**src/rtl/bbf_pkg.sv**
```systemverilog
// bbf_pkg: types and constants shared by the blob bounding-box finder
// holds the token structs that travel along the cell chain and the config register indexes
`timescale 1ns / 1ps

package bbf_pkg;

    localparam int COORD_BITS   = 10;
    localparam int COUNT_BITS   = 20;
    localparam int MARGIN_BITS  = 8;
    localparam int SIDE_BITS    = 10;
    localparam int PIXEL_BITS   = 8;
    localparam int CFG_IDX_BITS = 2;
    localparam int CFG_DATA_BITS = 20;

    localparam logic [COUNT_BITS-1:0]  COUNT_MAX        = '1;
    localparam logic [COORD_BITS-1:0]  FALLBACK_SIDE    = COORD_BITS'(720);
    localparam logic [MARGIN_BITS-1:0] MARGIN_RESET     = MARGIN_BITS'(10);
    localparam logic [COUNT_BITS-1:0]  MIN_PIXELS_RESET = COUNT_BITS'(1200);
    localparam logic [SIDE_BITS-1:0]   MAX_SIDE_RESET   = SIDE_BITS'(220);

    typedef enum logic [CFG_IDX_BITS-1:0] {
        CFG_MARGIN     = 2'd0,
        CFG_MIN_PIXELS = 2'd1,
        CFG_MAX_SIDE   = 2'd2
    } t_cfg_idx;

    // pixel request walking down the chain
    typedef struct packed {
        logic                  vld;
        logic                  claimed;
        logic [COORD_BITS-1:0] col;
        logic [COORD_BITS-1:0] row;
    } t_pix_tok;

    // end-of-frame selection token, carries the best box seen so far
    typedef struct packed {
        logic                  vld;
        logic                  found;
        logic [COUNT_BITS-1:0] best_count;
        logic [COORD_BITS-1:0] left;
        logic [COORD_BITS-1:0] top;
        logic [COORD_BITS-1:0] right;
        logic [COORD_BITS-1:0] bottom;
    } t_sel_tok;

endpackage

```
**src/rtl/bbf_cell.sv**
```systemverilog
// bbf_cell: one box slot of the chain, holds bounds, pixel count and a used flag
// tests and absorbs passing pixels, scores itself for the selection token and clears
// depends on bbf_pkg
`timescale 1ns / 1ps

module bbf_cell (
    input  logic                           i_clk,
    input  logic                           i_rst_n,
    input  logic                           i_en,
    input  logic [bbf_pkg::MARGIN_BITS-1:0] i_margin,
    input  logic [bbf_pkg::SIDE_BITS-1:0]   i_max_side,
    input  bbf_pkg::t_pix_tok              i_pix,
    input  bbf_pkg::t_sel_tok              i_sel,
    output bbf_pkg::t_pix_tok              o_pix,
    output bbf_pkg::t_sel_tok              o_sel
);

    localparam int EXT_W = bbf_pkg::COORD_BITS + 1;
    localparam int RAT_W = bbf_pkg::COORD_BITS + 6;

    logic                               r_used;
    logic [bbf_pkg::COORD_BITS-1:0]     r_left, r_top, r_right, r_bottom;
    logic [bbf_pkg::COUNT_BITS-1:0]     r_count;
    bbf_pkg::t_pix_tok                  r_pix, n_pix;
    bbf_pkg::t_sel_tok                  r_sel, n_sel;
    logic                               n_used;

    logic [EXT_W-1:0] x_m, y_m, right_m, bottom_m;
    logic             in_box, hit, create, qual;
    logic [bbf_pkg::COORD_BITS-1:0] w, h;
    logic [RAT_W-1:0] w_ext, h_ext, h2, w3, h50, w33;

    // membership: left-m < x < right+m, top-m < y < bottom+m
    always_comb begin
        x_m      = {1'b0, i_pix.col} + EXT_W'(i_margin);
        y_m      = {1'b0, i_pix.row} + EXT_W'(i_margin);
        right_m  = {1'b0, r_right}   + EXT_W'(i_margin);
        bottom_m = {1'b0, r_bottom}  + EXT_W'(i_margin);
        in_box   = (x_m > {1'b0, r_left}) && ({1'b0, i_pix.col} < right_m) &&
                   (y_m > {1'b0, r_top})  && ({1'b0, i_pix.row} < bottom_m);
        hit      = i_pix.vld && !i_pix.claimed && r_used && in_box;
        create   = i_pix.vld && !i_pix.claimed && !r_used;
    end

    // ratio test 0.66 < h/w < 1.5 as 2h < 3w and 50h > 33w
    always_comb begin
        w     = r_right - r_left;
        h     = r_bottom - r_top;
        w_ext = RAT_W'(w);
        h_ext = RAT_W'(h);
        h2    = h_ext * RAT_W'(2);
        w3    = w_ext * RAT_W'(3);
        h50   = h_ext * RAT_W'(50);
        w33   = w_ext * RAT_W'(33);
        qual  = r_used && (r_count > i_sel.best_count) && (h2 < w3) && (h50 > w33) &&
                (h < i_max_side) && (w < i_max_side);
    end

    always_comb begin
        n_pix         = i_pix;
        n_pix.claimed = i_pix.claimed | hit | create;

        n_sel = i_sel;
        if (i_sel.vld && qual) begin
            n_sel.found      = 1'b1;
            n_sel.best_count = r_count;
            n_sel.left       = r_left;
            n_sel.top        = r_top;
            n_sel.right      = r_right;
            n_sel.bottom     = r_bottom;
        end

        n_used = r_used;
        if (i_sel.vld) begin
            n_used = 1'b0;
        end else if (create) begin
            n_used = 1'b1;
        end
    end

    always_ff @(posedge i_clk) begin
        if (!i_rst_n) begin
            r_used    <= 1'b0;
            r_pix.vld <= 1'b0;
            r_sel.vld <= 1'b0;
        end else if (i_en) begin
            r_used <= n_used;
            r_pix  <= n_pix;
            r_sel  <= n_sel;
        end
    end

    always_ff @(posedge i_clk) begin
        if (i_en) begin
            if (create) begin
                r_left   <= i_pix.col;
                r_right  <= i_pix.col;
                r_top    <= i_pix.row;
                r_bottom <= i_pix.row;
                r_count  <= bbf_pkg::COUNT_BITS'(1);
            end else if (hit) begin
                if (i_pix.col > r_right) begin
                    r_right <= i_pix.col;
                end else if (i_pix.col < r_left) begin
                    r_left <= i_pix.col;
                end
                if (i_pix.row > r_bottom) begin
                    r_bottom <= i_pix.row;
                end else if (i_pix.row < r_top) begin
                    r_top <= i_pix.row;
                end
                if (r_count != bbf_pkg::COUNT_MAX) begin
                    r_count <= r_count + bbf_pkg::COUNT_BITS'(1);
                end
            end
        end
    end

    assign o_pix = r_pix;
    assign o_sel = r_sel;

endmodule

```
**config.mk**
```make
export PLATFORM = sky130hd
export DESIGN_NAME = bbf_cell
export DESIGN_NICKNAME = d
export VERILOG_FILES = /design/src/rtl/bbf_pkg.sv /design/src/rtl/bbf_cell.sv
export SDC_FILE = /design/constraint.sdc
export NUM_CORES = 1
export LEC_CHECK = 0
export BUFFER_PORTS_ARGS = -buffer_cell sky130_fd_sc_hd__buf_2
export CORE_ASPECT_RATIO = 0.7
export CORE_UTILIZATION = 24
export CTS_CLUSTER_DIAMETER = 40
export CTS_CLUSTER_SIZE = 8
export DETAILED_ROUTE_END_ITERATION = 12
export RECOVER_POWER = 50
export SLEW_MARGIN = 20
export SYNTH_ARGS = -nofsm -noshare
export SYNTH_HDL_FRONTEND = slang
export SYNTH_SLANG_ARGS = --single-unit
```
**constraint.sdc**
```tcl
create_clock -name i_clk -period 17.65 [get_ports i_clk]
set_input_delay 1.765 -clock i_clk [delete_from_list [all_inputs] [get_ports i_clk]]
set_output_delay 1.765 -clock i_clk [all_outputs]
set_load 0.005 [all_outputs]
```
==> metrics.md <==
| Metric | Value |
|---|---|
| Outcome | `finished, violations left` |
| Violated checks | `capacitance limit, slew limit` |
| Sequential Area | `~4300 um^2` |
| Sw Share | `36.6%` |
| Top Usage Layer GRT | `met2` |
| Commonest cells after routing, fill and taps aside | `ha_1, edfxtp_1, inv_1` |
| First-pass GRT wire length | `roughly 55000 um` |
| Least-Margin Pin Slew | `around 2200 ps` |
| Slowest CP cell | `fa_1` |
| Sinks on Clock Net | `~150` |
| Worst Hold Class | `reg -> reg` |
| Syn Nets | `1536` |
| Num CTS Buffers | `17` |
| GPL Wtd Cong | `between 0.8 and 0.9` |
| RSZ-0062 raised after global routing | `false` |
| H-tree Lvls | `4` |
| Dpl cells | `~2000` |
| Synthesis Warnings | `0` |
| Vias per cell | `between 4 and 5` |
| Fillcell total | `between 5000 and 6000` |
| DR pass1 iterations | `5` |
| Reg clk slew, reported paths | `80 ps` |
| Synth Area per Inst | `approximately 11 um^2` |
| Multi-input gate area | `7790 um^2` |
| Initial core utilization | `around a quarter` |
| Non-Filler Instances | `2075` |
| Fin nets | `1739` |
| Internal power | `0.793 mW` |
| Share of cells above drive strength 1 | `16.8%` |
| Worst Setup Start Kind | `register` |
| WL final | `35800 um` |
| CTS hold repair buffers | `0` |
| Skew final | `around 21 ps` |
| Synthesized area | `around 13000 um^2` |
| CTS tree | `built` |
| Tcrit/Tclk final | `approximately 43%` |
| Cts repair resizes | `0` |
| WS Path Type | `reg -> reg` |
| Met1 Use GR | `about a fifth` |
| Reg power frac | `between 30% and 40%` |
| Part of the power in combinational logic | `slightly below 40%` |
| M3 GR Usage | `2.97%` |
| Ys flop type | `edfxtp_1` |
| Clk_lat worst skew | `between 400 and 500 ps` |
| IO buf count | `around 190` |
| CP max FO | `32` |
| CP endpoint | `o_sel[9]$_DFFE_PP_` |
| Routing usage on met2 | `between 10% and 20%` |
| F_max | `132 MHz` |
| Routed Antenna Nets | `0` |
| Stages on worst setup path | `30` |
| Netlist cell types | `62` |
| VDD IR max | `roughly 0.000046 V` |
| Min Tclk post-route | `around 7600 ps` |
| Worst Hold Launch | `o_sel[61]$_SDFFE_PN0P_` |
| Initial antenna violation count | `0` |
| Clock power share | `~28%` |
| Total GRT Usage | `between 10% and 20%` |
| Remaining DRCs | `0` |
| Worst reg2reg endpoint | `o_sel[9]$_DFFE_PP_` |
| NetSw | `0.458 mW` |
| Pwr dens | `83.8 nW/um^2` |
| R2R depth | `30` |
| Worst Path Required | `around 18000 ps` |
| Register area share after synthesis | `approximately a third` |
| Diode count | `0` |
| Flops & latches, synth | `approximately 150` |
| Worst path arrival time | `slightly below 8000 ps` |
| Delay-heaviest family, CP | `compound AO/OA/AOI/OAI gates` |
| Commonest non-fill, non-tap cell in the layout | `ha_1` |
| # rows | `70` |
| Top Ports | `around 190` |
| Avg WL per Cell | `~17 um` |
| Setup_tns | `0 ps` |
| Die W | `277 um` |
| Grt ovf | `0` |
| Worst r2r src | `r_bottom[0]$_DFFE_PP_` |
| Max stage delay on crit path | `580 ps` |
| FFs w/ async S/R, synth | `0%` |
| P&R area growth vs syn | `17.6%` |
| Buf+Inv Stages, Crit Path | `5` |
| Mapped Cells | `between 1000 and 1500` |
| Setup violators final | `0` |
| Core ar. | `around 52000 um^2` |
| Leak Pwr | `about 6.9 nW` |
| Post-CTS setup buffers | `0` |
| Die area | `~54000 um^2` |
| Detailed Route Iter0 Violations | `between 600 and 700` |
| Root buffer cell | `clkbuf_16` |
| CTS Buffer Depth | `2` |
| Max_cap viols | `1` |
| CP endpoint kind | `register` |
| Final hold vios | `0` |
| Relative slew margins | `-44.8%` |
| CP dominant cell by count | `inv_1` |
| Largest net degree at the start of global routing | `52` |
| Height of the die | `about 200 um` |
| EDFF count, synth | `142` |
| R2R Setup Slk | `between 10000 and 15000 ps` |
| Count of pins over their slew limit | `33` |
| Vias in the first global route | `9500` |
| HPWL Detailed | `28700 um` |
| Routed vias | `about 10000` |
| Setup crit start | `r_bottom[0]$_DFFE_PP_` |
==> per-layer routing <==
metal	up-vias	routed length (um)
met5	-	0
met4	0	285
met3	23	2270
met2	302	15300
met1	4715	17900
li1	4727	-
==> worst min-delay path by stage <==
| stage | depth (start not counted) | end | slack [ps] |
|---|---|---|---|
| final | 2 | o_sel[61]$_SDFFE_PN0P_ | 480 |
| after CTS | 2 | o_sel[61]$_SDFFE_PN0P_ | 480 |
| after detailed placement | 2 | o_sel[61]$_SDFFE_PN0P_ | 470 |
| after global placement | 2 | o_sel[61]$_SDFFE_PN0P_ | 460 |
| after global routing | 2 | o_sel[61]$_SDFFE_PN0P_ | 530 |
| after floorplan | 2 | o_sel[61]$_SDFFE_PN0P_ | 470 |
==> logic make-up (layout without fill, tap and decap cells) <==
| logic type | after synthesis | after routing | share of synthesized area [%] |
|---|---|---|---|
| compound gates | 246 | 246 | 13.1 |
| xor+xnor | 86 | 86 | 5.93 |
| fa+ha+maj | 257 | 257 | 26.1 |
| buf+inv | 145 | 361 | 4.64 |
| flops | 145 | 145 | 34.0 |
| mux | 63 | 63 | 7.20 |
| simple gates | 233 | 233 | 9.02 |
==> per-stage QoR <==
step	util [%]	hold slack (ps)	total power, mW	area, um^2	setup slack [ps]
after global routing	28.6	535	1.34	14900	9550
after global placement	27.7	464	0.877	14500	10480
after detailed placement	27.7	472	0.896	14500	10130
after floorplan	-	473	0.755	12700	11500
after CTS	28.8	484	1.26	15000	10110
final	28.6	481	1.25	14900	10100
==> Yosys cell counts, types with 3 or more instances <==
| master | number | area share [%] |
|---|---|---|
| a211o_1 | 8 | 0.55 |
| a211oi_1 | 6 | 0.35 |
| a21boi_0 | 4 | 0.24 |
| a21o_1 | 42 | 2.5 |
| a21oi_1 | 68 | 2.7 |
| a221oi_1 | 4 | 0.28 |
| a31oi_1 | 4 | 0.20 |
| a41oi_1 | 3 | 0.21 |
| and2_1 | 3 | 0.15 |
| and3_1 | 8 | 0.39 |
| and4_1 | 6 | 0.41 |
| buf_6 | 6 | 0.53 |
| clkbuf_1 | 4 | 0.12 |
| dfxtp_1 | 3 | 0.47 |
| edfxtp_1 | 142 | 34 |
| fa_1 | 13 | 2.0 |
| ha_1 | 243 | 24 |
| inv_1 | 135 | 4.0 |
| mux2_2 | 3 | 0.27 |
| mux2_4 | 56 | 6.6 |
| mux2i_1 | 4 | 0.32 |
| nand2_1 | 58 | 1.7 |
| nand2b_1 | 16 | 0.79 |
| nand3_1 | 27 | 1.1 |
| nand4_1 | 19 | 0.94 |
| nor2_1 | 56 | 1.7 |
| nor2b_1 | 18 | 0.89 |
| nor3_1 | 13 | 0.51 |
| o2111ai_1 | 9 | 0.62 |
| o211ai_1 | 6 | 0.35 |
| o21a_1 | 14 | 0.83 |
| o21ai_0 | 41 | 1.6 |
| o21bai_1 | 9 | 0.53 |
| o31ai_1 | 5 | 0.30 |
| xnor2_1 | 49 | 3.4 |
| xor2_1 | 37 | 2.6 |
==> state kept, by name (all words and copies together) (netlist names) <==
name      cells
r_used        1
r_bottom     10
r_right      10
o_pix        22
r_count      20
o_sel        62
r_left       10
r_top        10
==> power groups by stage <==
stage / logic (mW) / registers, mW / clock network (mW)
finish: 0.488 / 0.407 / 0.356
global route: 0.549 / 0.409 / 0.379
CTS: 0.486 / 0.407 / 0.366
detailed placement: 0.482 / 0.414 / 0
global placement: 0.463 / 0.414 / 0
floorplan: 0.343 / 0.412 / 0
==> area by class of cell <==
| class | count | area share (%) |
|---|---|---|
| clock buffer | 18 | 2.87 |
| clock inverter | 14 | 0.813 |
| inverter | 135 | 3.39 |
| multi-input combinational | 885 | 52.2 |
| sequential | 145 | 29.0 |
| tap | 684 | 5.73 |
| timing repair buffer | 194 | 6.07 |
==> worst min-delay path, stage by stage, from the launching register on <==
cell and delay [ps]:
dfxtp_1 310, nand2b_1 60, a21boi_0 70
Power figures use the tool's default switching activity.
